===== src/hdl/hsv2rgb_pkg.sv =====
// Shared types and constants for the HSV to RGB pixel converter.
// Fixed-point formats, pixel structs, stage payloads and the percent lookup.
// No dependencies.
`default_nettype none

package hsv2rgb_pkg;

  // Fixed-point fraction bits (UQ1.F for s, v, C, X, m)
  localparam int FRAC_BITS  = 16;
  localparam int HUE_MAX    = 360;
  localparam int PCT_MAX    = 100;
  localparam int CHAN_MAX   = 255;
  localparam int SECTOR_DEG = 60;

  // C * k with k <= 60 stays below 2^(F+6)
  localparam int PROD_W    = FRAC_BITS + 6;
  // Floor reciprocal of 60 at PROD_W fraction bits, below 2^(F+1)
  localparam int RECIP_W   = FRAC_BITS + 1;
  localparam logic [RECIP_W-1:0] RECIP_60 =
    RECIP_W'((64'd1 << PROD_W) / SECTOR_DEG);

  typedef logic [FRAC_BITS:0] ufix_t;
  typedef logic [5:0]         ramp_t;   // 0..60 across a sector
  typedef logic [PROD_W-1:0]  prod_t;

  // 60-degree hue sectors; WRAP is exactly 360 degrees
  typedef enum logic [2:0] {
    SEC_RY   = 3'd0,
    SEC_YG   = 3'd1,
    SEC_GC   = 3'd2,
    SEC_CB   = 3'd3,
    SEC_BM   = 3'd4,
    SEC_MR   = 3'd5,
    SEC_WRAP = 3'd6
  } sector_t;

  typedef struct packed {
    logic [8:0] hue_deg;
    logic [6:0] sat_pct;
    logic [6:0] val_pct;
  } hsv_pixel_t;

  typedef struct packed {
    logic [7:0] red;
    logic [7:0] green;
    logic [7:0] blue;
    logic       range_error;
  } rgb_pixel_t;

  // Prep stage result
  typedef struct packed {
    ufix_t   s;
    ufix_t   v;
    ramp_t   k;
    sector_t sector;
    logic    err;
  } prep_t;

  // Chroma stage result
  typedef struct packed {
    ufix_t   c;
    ufix_t   x;
    ufix_t   m;
    sector_t sector;
    logic    err;
  } chroma_t;

  // Percent to UQ1.F, floor(p * 2^F / 100); only entries 0..100 are reached
  typedef ufix_t pct_lut_t [128];

  function automatic pct_lut_t build_pct_lut();
    pct_lut_t lut;
    for (int i = 0; i < 128; i++) begin
      lut[i] = ufix_t'((64'(i) << FRAC_BITS) / PCT_MAX);
    end
    return lut;
  endfunction

  localparam pct_lut_t PCT_LUT = build_pct_lut();

endpackage

`default_nettype wire


===== src/hdl/hsv2rgb_prep.sv =====
// First pipeline stage: clamp inputs, look up s and v, find sector and ramp.
// Depends on hsv2rgb_pkg.
`default_nettype none

module hsv2rgb_prep
  import hsv2rgb_pkg::*;
(
  input  wire logic       clk,
  input  wire logic       rst,
  input  wire logic       in_valid,
  output logic            in_ready,
  input  wire hsv_pixel_t pix,
  output logic            out_valid,
  input  wire logic       out_ready,
  output prep_t           prep
);

  localparam logic [8:0] HueMax  = 9'(HUE_MAX);
  localparam logic [6:0] PctMax  = 7'(PCT_MAX);
  localparam logic [8:0] Deg60   = 9'(SECTOR_DEG);
  localparam logic [8:0] Deg120  = 9'(2 * SECTOR_DEG);
  localparam logic [8:0] Deg180  = 9'(3 * SECTOR_DEG);
  localparam logic [8:0] Deg240  = 9'(4 * SECTOR_DEG);
  localparam logic [8:0] Deg300  = 9'(5 * SECTOR_DEG);
  localparam logic [6:0] Ramp60  = 7'(SECTOR_DEG);
  localparam logic [6:0] Ramp120 = 7'(2 * SECTOR_DEG);

  logic       go;
  logic [8:0] hue_c;
  logic [6:0] sat_c;
  logic [6:0] val_c;
  logic [8:0] base;
  logic [6:0] d;
  prep_t      prep_next;

  assign go       = !out_valid || out_ready;
  assign in_ready = go;

  // Clamp, classify the hue and fold it into a 0..60..0 ramp
  always_comb begin
    hue_c = (pix.hue_deg > HueMax) ? HueMax : pix.hue_deg;
    sat_c = (pix.sat_pct > PctMax) ? PctMax : pix.sat_pct;
    val_c = (pix.val_pct > PctMax) ? PctMax : pix.val_pct;

    if (hue_c >= HueMax)      prep_next.sector = SEC_WRAP;
    else if (hue_c >= Deg300) prep_next.sector = SEC_MR;
    else if (hue_c >= Deg240) prep_next.sector = SEC_BM;
    else if (hue_c >= Deg180) prep_next.sector = SEC_CB;
    else if (hue_c >= Deg120) prep_next.sector = SEC_GC;
    else if (hue_c >= Deg60)  prep_next.sector = SEC_YG;
    else                      prep_next.sector = SEC_RY;

    // Start of the 120-degree span that holds the hue
    case (prep_next.sector)
      SEC_RY, SEC_YG: base = 9'd0;
      SEC_GC, SEC_CB: base = Deg120;
      SEC_BM, SEC_MR: base = Deg240;
      SEC_WRAP:       base = HueMax;
      default:        base = 9'd0;
    endcase

    d = 7'(hue_c - base);
    prep_next.k   = (d >= Ramp60) ? ramp_t'(Ramp120 - d) : ramp_t'(d);
    prep_next.s   = PCT_LUT[sat_c];
    prep_next.v   = PCT_LUT[val_c];
    prep_next.err = (pix.hue_deg > HueMax) || (pix.sat_pct > PctMax) ||
                    (pix.val_pct > PctMax);
  end

  // Advance when the next stage has room
  always_ff @(posedge clk) begin
    if (rst) begin
      out_valid <= 1'b0;
    end else if (go) begin
      out_valid <= in_valid;
    end
    if (go && in_valid) begin
      prep <= prep_next;
    end
  end

endmodule

`default_nettype wire


===== src/hdl/hsv2rgb_chroma.sv =====
// Chroma stages: C = s*v, m = v - C, X = C*k/60 by reciprocal and correction.
// Four register stages; depends on hsv2rgb_pkg.
`default_nettype none

module hsv2rgb_chroma
  import hsv2rgb_pkg::*;
(
  input  wire logic    clk,
  input  wire logic    rst,
  input  wire logic    in_valid,
  output logic         in_ready,
  input  wire prep_t   prep,
  output logic         out_valid,
  input  wire logic    out_ready,
  output chroma_t      chroma
);

  localparam prod_t Div60 = PROD_W'(SECTOR_DEG);

  // Stage registers
  logic    v2, v3, v4;
  logic    go2, go3, go4, go5;

  ufix_t   c2, v_2;
  ramp_t   k2;
  sector_t sec2, sec3, sec4;
  logic    err2, err3, err4;

  ufix_t   c3, m3, c4, m4;
  prod_t   p3, p4;
  ufix_t   q4;

  logic [2*FRAC_BITS+1:0]      cv_prod;
  logic [PROD_W+RECIP_W-1:0]   recip_prod;
  prod_t                       q_times;
  prod_t                       rem5;

  assign go5      = !out_valid || out_ready;
  assign go4      = !v4 || go5;
  assign go3      = !v3 || go4;
  assign go2      = !v2 || go3;
  assign in_ready = go2;

  always_comb begin
    cv_prod    = (2*FRAC_BITS+2)'(prep.s) * (2*FRAC_BITS+2)'(prep.v);
    recip_prod = (PROD_W+RECIP_W)'(p3) * (PROD_W+RECIP_W)'(RECIP_60);
    q_times    = prod_t'(q4) * Div60;
    rem5       = p4 - q_times;
  end

  // Advance valid bits through the four stages
  always_ff @(posedge clk) begin
    if (rst) begin
      v2        <= 1'b0;
      v3        <= 1'b0;
      v4        <= 1'b0;
      out_valid <= 1'b0;
    end else begin
      if (go2) v2 <= in_valid;
      if (go3) v3 <= v2;
      if (go4) v4 <= v3;
      if (go5) out_valid <= v4;
    end
  end

  // Stage 2: chroma product
  always_ff @(posedge clk) begin
    if (go2 && in_valid) begin
      c2   <= cv_prod[2*FRAC_BITS:FRAC_BITS];
      v_2  <= prep.v;
      k2   <= prep.k;
      sec2 <= prep.sector;
      err2 <= prep.err;
    end
  end

  // Stage 3: offset and ramp product
  always_ff @(posedge clk) begin
    if (go3 && v2) begin
      c3   <= c2;
      m3   <= v_2 - c2;
      p3   <= prod_t'(c2) * prod_t'(k2);
      sec3 <= sec2;
      err3 <= err2;
    end
  end

  // Stage 4: quotient estimate, at most one short
  always_ff @(posedge clk) begin
    if (go4 && v3) begin
      c4   <= c3;
      m4   <= m3;
      p4   <= p3;
      q4   <= recip_prod[PROD_W+RECIP_W-1:PROD_W];
      sec4 <= sec3;
      err4 <= err3;
    end
  end

  // Stage 5: correct the quotient from the remainder
  always_ff @(posedge clk) begin
    if (go5 && v4) begin
      chroma.c      <= c4;
      chroma.m      <= m4;
      chroma.x      <= (rem5 >= Div60) ? ufix_t'(q4 + 1'b1) : q4;
      chroma.sector <= sec4;
      chroma.err    <= err4;
    end
  end

`ifndef SYNTHESIS
  a_rem_bound: assert property (@(posedge clk) disable iff (rst)
    v4 |-> rem5 < 2 * Div60)
    else $error("quotient estimate off by more than one");

  a_x_le_c: assert property (@(posedge clk) disable iff (rst)
    out_valid |-> chroma.x <= chroma.c)
    else $error("secondary component exceeds chroma");

  a_wrap_zero: assert property (@(posedge clk) disable iff (rst)
    out_valid && chroma.sector == SEC_WRAP |-> chroma.x == '0)
    else $error("hue of 360 gave a nonzero secondary component");
`endif

endmodule

`default_nettype wire


===== src/hdl/hsv2rgb_mix.sv =====
// Output stage: order components by sector, add offset, scale by 255.
// Holds the output register; depends on hsv2rgb_pkg.
`default_nettype none

module hsv2rgb_mix
  import hsv2rgb_pkg::*;
(
  input  wire logic    clk,
  input  wire logic    rst,
  input  wire logic    in_valid,
  output logic         in_ready,
  input  wire chroma_t chroma,
  output logic         out_valid,
  input  wire logic    out_ready,
  output rgb_pixel_t   rgb
);

  localparam int SCALE_W = FRAC_BITS + 9;

  logic       go;
  ufix_t      r_comp, g_comp, b_comp;
  rgb_pixel_t rgb_next;

  // Scale UQ1.F to 0..255 with truncation, saturated
  function automatic logic [7:0] scale_channel(ufix_t q);
    logic [SCALE_W-1:0] prod;
    logic [8:0]         whole;
    prod  = SCALE_W'(q) * SCALE_W'(CHAN_MAX);
    whole = prod[SCALE_W-1:FRAC_BITS];
    return (whole > 9'(CHAN_MAX)) ? 8'(CHAN_MAX) : whole[7:0];
  endfunction

  assign go       = !out_valid || out_ready;
  assign in_ready = go;

  // Pick the component order for the sector
  always_comb begin
    case (chroma.sector)
      SEC_RY: begin
        r_comp = chroma.c; g_comp = chroma.x; b_comp = '0;
      end
      SEC_YG: begin
        r_comp = chroma.x; g_comp = chroma.c; b_comp = '0;
      end
      SEC_GC: begin
        r_comp = '0; g_comp = chroma.c; b_comp = chroma.x;
      end
      SEC_CB: begin
        r_comp = '0; g_comp = chroma.x; b_comp = chroma.c;
      end
      SEC_BM: begin
        r_comp = chroma.x; g_comp = '0; b_comp = chroma.c;
      end
      SEC_MR, SEC_WRAP: begin
        r_comp = chroma.c; g_comp = '0; b_comp = chroma.x;
      end
      default: begin
        r_comp = chroma.c; g_comp = '0; b_comp = chroma.x;
      end
    endcase

    rgb_next.red         = scale_channel(ufix_t'(r_comp + chroma.m));
    rgb_next.green       = scale_channel(ufix_t'(g_comp + chroma.m));
    rgb_next.blue        = scale_channel(ufix_t'(b_comp + chroma.m));
    rgb_next.range_error = chroma.err;
  end

  // Hold the result while the receiver stalls
  always_ff @(posedge clk) begin
    if (rst) begin
      out_valid <= 1'b0;
    end else if (go) begin
      out_valid <= in_valid;
    end
    if (go && in_valid) begin
      rgb <= rgb_next;
    end
  end

endmodule

`default_nettype wire


===== src/hdl/hsv2rgb_converter_top.sv =====
// Top level of the HSV to RGB pixel converter.
// Instantiates hsv2rgb_prep, hsv2rgb_chroma and hsv2rgb_mix; uses hsv2rgb_pkg.
//
//   channel   valid       stall       payload
//   input     hsv_valid   hsv_stall   hsv  (hue_deg, sat_pct, val_pct)
//   output    rgb_valid   rgb_stall   rgb  (red, green, blue, range_error)
//
// An input transfer reaches the output through the six-stage pipeline (prep,
// four chroma stages with the two multiplies and the divide-by-60 reciprocal,
// mix); one pixel per clock is sustained while rgb_stall is low.
// Synchronous reset empties every stage; no pixel is in flight afterward.
// A stall on the output holds the output register; bubbles inside the
// pipeline still close up, so input transfers continue until it is full.
`default_nettype none

module hsv_to_rgb_converter_top
  import hsv2rgb_pkg::*;
(
  input  wire logic       clk,
  input  wire logic       rst,
  input  wire logic       hsv_valid,
  output logic            hsv_stall,
  input  wire hsv_pixel_t hsv,
  output logic            rgb_valid,
  input  wire logic       rgb_stall,
  output rgb_pixel_t      rgb
);

  logic    prep_ready;
  logic    prep_valid;
  prep_t   prep;
  logic    chroma_ready;
  logic    chroma_valid;
  chroma_t chroma;
  logic    mix_ready;

  assign hsv_stall = !prep_ready;

  hsv2rgb_prep u_prep (
    .clk       (clk),
    .rst       (rst),
    .in_valid  (hsv_valid),
    .in_ready  (prep_ready),
    .pix       (hsv),
    .out_valid (prep_valid),
    .out_ready (chroma_ready),
    .prep      (prep)
  );

  hsv2rgb_chroma u_chroma (
    .clk       (clk),
    .rst       (rst),
    .in_valid  (prep_valid),
    .in_ready  (chroma_ready),
    .prep      (prep),
    .out_valid (chroma_valid),
    .out_ready (mix_ready),
    .chroma    (chroma)
  );

  hsv2rgb_mix u_mix (
    .clk       (clk),
    .rst       (rst),
    .in_valid  (chroma_valid),
    .in_ready  (mix_ready),
    .chroma    (chroma),
    .out_valid (rgb_valid),
    .out_ready (!rgb_stall),
    .rgb       (rgb)
  );

endmodule

`default_nettype wire

===== config.mk =====
export PLATFORM = sky130hd
export DESIGN_NAME = hsv_to_rgb_converter_top
export DESIGN_NICKNAME = d
export VERILOG_FILES = /design/src/hdl/hsv2rgb_pkg.sv /design/src/hdl/hsv2rgb_prep.sv /design/src/hdl/hsv2rgb_chroma.sv /design/src/hdl/hsv2rgb_mix.sv /design/src/hdl/hsv2rgb_converter_top.sv
export SDC_FILE = /design/constraint.sdc
export NUM_CORES = 2
export LEC_CHECK = 0
export ABC_AREA = 1
export BUFFER_PORTS_ARGS = -buffer_cell sky130_fd_sc_hd__buf_2
export CAP_MARGIN = 30
export CORE_ASPECT_RATIO = 1.4
export CORE_UTILIZATION = 60
export DETAILED_ROUTE_END_ITERATION = 10
export PLACE_DENSITY = 0.81
export SLEW_MARGIN = 20
export SYNTH_ARGS = -nofsm -noshare
export SYNTH_HDL_FRONTEND = slang
export SYNTH_SLANG_ARGS = --single-unit

===== constraint.sdc =====
create_clock -name clk -period 22.7 [get_ports clk]
set_input_delay 3.405 -clock clk [delete_from_list [all_inputs] [get_ports clk]]
set_output_delay 3.405 -clock clk [all_outputs]
set_load 0.02 [all_outputs]

Word-level counts from Yosys, hierarchy flattened
Memory sizes are Yosys's and may differ from the RTL's. A register that Yosys moved wholly into a read port is not among the register bits. Cells that the tools add are included.

Add/sub/neg operators: 8. Multipliers: 7. Order comparisons: 14. Eq/ne operators: 9. Mux-type cells: 15. Bitwise logic cells: 2. Reductions and logical operators: 31.

Operators by type and width (count): 17-bit one-hot mux with 2 select lines (3); 17-bit by 8-bit multiplier with 25-bit output (second input constant) (3); 17-bit adder (3); 22-bit by 17-bit multiplier with 39-bit output (second input constant) (1); 17-bit by 17-bit multiplier with 33-bit output (1); 9-bit by 8-bit > comparator with 1-bit output (second input constant) (3); 22-bit by 6-bit greater-or-equal comparator with 1-bit output (second input constant) (1); 17-bit by 6-bit multiplier with 22-bit output (1); 22-bit subtractor (1); 7-bit one-hot mux with 3 select lines (1); 17-bit by 4-bit multiplier with 20-bit output (second input constant) (1); 9-bit by 8-bit greater-or-equal comparator with 1-bit output (second input constant) (2); 9-bit greater-or-equal comparator (second input constant) (2); 17-bit by 1-bit adder with 17-bit output (second input constant) (1); 17-bit two-way mux (1); 17-bit subtractor (1); 7-bit inverter with 8-bit output (2); 2-bit OR reduction (8); 3-bit two-way mux (5); 7-bit > comparator (second input constant) (2); 7-bit two-way mux (2); 3-bit by 2-bit equality test with 1-bit output (second input constant) (4); 3-bit equality test (second input constant) (4); 9-bit by 6-bit greater-or-equal comparator with 1-bit output (second input constant) (1); other kinds (13) (32).

Bits in registers: 277. Memory bits (read-only): 4352. Input bits: 27. Memories: 2.

Memory list: (name not given) (words 128, bits a word 17, read ports 1, clocked after Yosys merged registers in 1, write ports 0, RTL line hsv2rgb_prep.sv:64) `prep_next.s = PCT_LUT[sat_c];`; (name not given) (words 128, bits a word 17, read ports 1, clocked after Yosys merged registers in 1, write ports 0, RTL line hsv2rgb_prep.sv:65) `prep_next.v = PCT_LUT[val_c];`.

Longest topological paths before layout
Depth after elaboration: 15. Gate-level depth with buffers: 40. Mapped depth without buffers: 39.

Modules after synthesis
From an unflattened synthesis, not the netlist that was laid out.

Cell total of the unflattened synthesis: 6256. Area total of the unflattened synthesis: 48323.8 µm².

By module, submodules not included: hsv2rgb_chroma (instances 1, cells an instance 3063, area each 27386.3 µm², sequential area each 7106.8 µm²); hsv2rgb_mix (instances 1, cells an instance 2114, area each 14675.3 µm², sequential area each 770.7 µm²); hsv2rgb_prep (instances 1, cells an instance 1077, area each 6254.7 µm², sequential area each 1341.3 µm²); hsv_to_rgb_converter_top (instances 1, cells an instance 2, area each 7.5 µm², sequential area each 0.0 µm²).

Least setup slack after synthesis
No wires, ideal clock.

Path type: in2out. Start: input port rgb_stall. End: output port hsv_stall. Data arrival time: 4381 ps. Setup slack: 14914 ps. Cell stages on the path: 10. Buffers on the path: 0. Cells stage by stage: nand2_1 -> nor2_1 -> inv_1 -> nor2_1 -> inv_1 -> nor2_1 -> inv_1 -> nor2_1 -> inv_1 -> nor2_1.

Word-level cells in the longest chain between the ends: 8.

RTL lines: start, declared (RTL line hsv2rgb_converter_top.sv:25) `input wire logic rgb_stall,`; 1-bit zero test (RTL line hsv2rgb_converter_top.sv:68) `.out_ready (!rgb_stall),`; 1-bit logical OR (RTL line hsv2rgb_mix.sv:33) `assign go = !out_valid || out_ready;`; 1-bit logical OR (RTL line hsv2rgb_chroma.sv:38) `assign go5 = !out_valid || out_ready;`; 1-bit logical OR (RTL line hsv2rgb_chroma.sv:39) `assign go4 = !v4 || go5;`; 1-bit logical OR (RTL line hsv2rgb_chroma.sv:40) `assign go3 = !v3 || go4;`; 1-bit logical OR (RTL line hsv2rgb_chroma.sv:41) `assign go2 = !v2 || go3;`; 1-bit logical OR (RTL line hsv2rgb_prep.sv:36) `assign go = !out_valid || out_ready;`; 1-bit zero test (RTL line hsv2rgb_converter_top.sv:37) `assign hsv_stall = !prep_ready;`; end, declared (RTL line hsv2rgb_converter_top.sv:22) `output logic hsv_stall,`.

Every way passes these cells.

Final worst setup path
Ends and elaborated chain as after synthesis.

==> results.md <==
* Post-CTS Repair Setup Buffers at 0
* Initial core utilization at 60.8%
* Main combinational cell family by area after synthesis: adder cells
* Wire length per cell at between 15 and 20 um
* Period Utilization, post-route at 36.3%
* Worst setup timing slack at the placement stage at 14.47 ns
* Most used flip-flop cell after synthesis: edfxtp_1
* Data required time at the worst endpoint at 19.30 ns
* Wire length of the first global-routing pass at 185000 um
* Synth Area in Compound Gates at under 10%
* Vias in the first global route at between 30000 and 40000
* Rel. slew slack at 29.7%
* Fraction of synthesized cell area taken by the top area cell type at 24.3%
* Clock tree from TritonCTS: done
* Kind of critical path: primary input to output port
* Min setup slack post-route at 14.46 ns
* Cell taking the most area after synthesis: fa_1
* Total standard cell area after synthesis at roughly 0.046 mm2
* Die height at between 300 and 400 um
* Synth unique cells at 61
* Post-DP HPWL at 90000 um
* Total die area at 0.0775 mm2
* Number of standard-cell rows in the floorplan at between 100 and 150
* CP Capture Type: output port
* Diode insertion count for antenna repair at 0
* Final hold violation count at 0
* Clock sinks at slightly above 300
* Detailed-route wire length at between 100000 and 150000 um
* Global routing usage summed across all routing layers at 29.6%
* Core region area at 0.0753 mm2
* Simple logic cell fraction of the synthesized area at 16.1%
* Number of buffers added to fix hold violations after cts at 0
* Shortest clock period the worst path allows after layout at 8.24 ns
* Worst Hold Class: flip-flop to flip-flop
* Cells taking the most area after synthesis: fa_1 (24%), edfxtp_1 (20%), ha_1 (14%)
* Syn nets at 6660
* Clock slew seen by the registers of the worst setup and hold paths at 0.06 ns
* Pin count of the biggest net entering global routing at 75
* Fraction of the yosys area taken by sequential cells at 20.1%
* Post-cts repair resize count at 0
* Max Fclk at approximately 120 MHz
* Number of search-and-repair iterations in the first detailed-routing pass at 5
* Total of warnings raised by yosys at 0
* Max_cap viols at 0
* Portion of netlist area occupied by mux cells at 0%
* GR Overflow Total at 0
* Port bufs at 53
* Later-pin clock latency in the skew report at 0.58 ns
* Slew at the pin closest to its max-slew limit at 1.05 ns
* Number of endpoints failing setup at the final stage at 0
* Setup TNS at 0 ns
* Initial antenna violation count at 0
* Proportion of layout cells with a drive suffix above 1 at 3.48%
* Count of unresolved DRC violations after routing at 0
* Final setup skew at between 0.03 and 0.04 ns
* Routed via count at 36800
* CTS Root Cell: clkbuf_16
* Outcome: finished, final reports clean
* Per-instance average area after synthesis at 8.26 um2
* Post-Synth XOR/XNOR Area at ~3.9%
* Data arrival at the endpoint of the critical path at about 4.8 ns
* CTS HTree Levels at 2
* Net count of the finished layout at 6627
* Crit-path max FO at 3
* Number of antenna-violating nets in the routed design at 0
* Die X-Extent at 236 um
* Vias per cell at around 5.7
* Clock tree buffer depth at 3
* Number of enable-type register cells in the synthesized netlist at 303
* Post-synthesis cell count at 5548
* Number of register bits inferred by synthesis at 309
* TritonCTS Buffers at 36
* Weighted congestion at the end of routability-driven global placement at 0.966
* Setup repair after global routing missed its margin: no
* Pins Over Slew Limit at 0
* Adder and majority cell fraction of the synthesized area at between 30 and 40%
* Element type at the critical path start: primary input
* Area Growth Syn to Fin at 4.92%
* First-iteration detailed-routing DRC count at about 2300
* Register-to-register setup slack at roughly 15 ns
* Async S/R FF share, synth at 0%
* Number of top-level pins at 54
==> Yosys cell counts, types with 5 or more instances <==
master,count
inv_1,1231
nand2_1,1226
fa_1,557
ha_1,528
a21oi_1,311
edfxtp_1,303
nor2_1,230
o21ai_0,222
nand3_1,193
xor2_1,140
clkbuf_1,102
xnor2_1,61
nand4_1,53
o22ai_1,50
nor3_1,31
o211ai_1,28
a21o_1,24
a31oi_1,22
buf_2,20
inv_2,19
o21a_1,18
o21ai_1,17
o21bai_1,17
nand2_2,15
buf_4,9
a211oi_1,8
nor4_1,8
a21boi_0,7
a221oi_1,7
a32oi_1,7
o2111ai_1,7
o221ai_1,7
o31ai_1,7
dfxtp_1,6
nor2_2,5
==> kinds of logic (layout without fill, tap and decap cells) <==
| family | Yosys count | after routing |
|---|---|---|
| adders and majority gates | 1085 | 1085 |
| and+or+nand+nor | 1791 | 1791 |
| buffers and inverters | 1387 | 1379 |
| AOI/OAI and AO/OA | 772 | 772 |
| DFF | 309 | 309 |
| xor gates and xnor gates | 204 | 204 |
==> worst max-delay path, stage by stage <==
cell	delay (ns)
buf_2	0.11
nand2_1	0.07
nor2_1	0.10
inv_1	0.08
nor2_1	0.22
inv_1	0.09
nor2_1	0.21
inv_1	0.09
nor2_1	0.10
inv_1	0.07
nor2_1	0.11
buf_2	0.18
==> cell type report <==
cell class	count	area, um2
Timing Repair Buffer	65	410
Clock buffer	40	916
Sequential cell	309	9220
Multi-Input combinational cell	3852	31300
Inverter	1251	4700
Clock inverter	23	292
Fill cell	6274	27200
Tap cell	968	1210
==> flip-flops by register name, summed over array words and instances, names as in the netlist, 6 cells and up <==
signal,count
u_chroma.chroma,55
u_chroma.c3,17
u_chroma.k2,6
u_chroma.m4,17
u_chroma.v_2,17
u_chroma.p3,22
u_prep.prep,44
u_chroma.c4,17
u_chroma.q4,17
u_chroma.p4,20
u_chroma.m3,17
u_chroma.c2,17
u_mix.rgb,25
==> layer usage <==
| metal | global-route usage (%) | up-vias | part of all wire [%] |
|---|---|---|---|
| met3 | 3.32 | 437 | 4.7 |
| met2 | 56.0 | 1157 | 53 |
| met5 | 0 | - | 0 |
| met4 | 17.6 | 0 | 6.1 |
| met1 | 31.8 | 17700 | 36 |
| li1 | - | 17400 | - |
==> through the flow <==
step,hold WS [ns],cell area (um2),utilization [%],instances
floorplan,0.400,45800,-,5548
global placement,0.401,46800,62.1,6440
detailed placement,0.405,46800,62.2,6442
CTS,0.397,48000,63.8,6505
global route,0.409,48100,63.8,6508
finish,0.403,48100,63.8,6508
==> cell usage in the layout, fill, tap and decap left out, types with 50 or more instances in the layout <==
master	Yosys	final
o21ai_0	222	222
fa_1	557	557
inv_1	1231	1229
o22ai_1	50	50
xor2_1	140	140
ha_1	528	528
nand4_1	53	53
nand3_1	193	193
nor2_1	230	228
buf_2	20	53
edfxtp_1	303	303
xnor2_1	61	61
a21oi_1	311	310
nand2_1	1226	1226
==> path summary, 6_finish.rpt <==
check                startpoint                  to  cells past startpoint
max                   rgb_stall           hsv_stall                     12
min              u_chroma.m4[0]  u_chroma.chroma[4]                      0
max reg2reg  u_chroma.chroma[3]       u_mix.rgb[19]                     31
min reg2reg      u_chroma.m4[0]  u_chroma.chroma[4]                      0
Power is not shown: default switching activity piles up to over one toggle a cycle in this logic, so the estimate is an artifact.
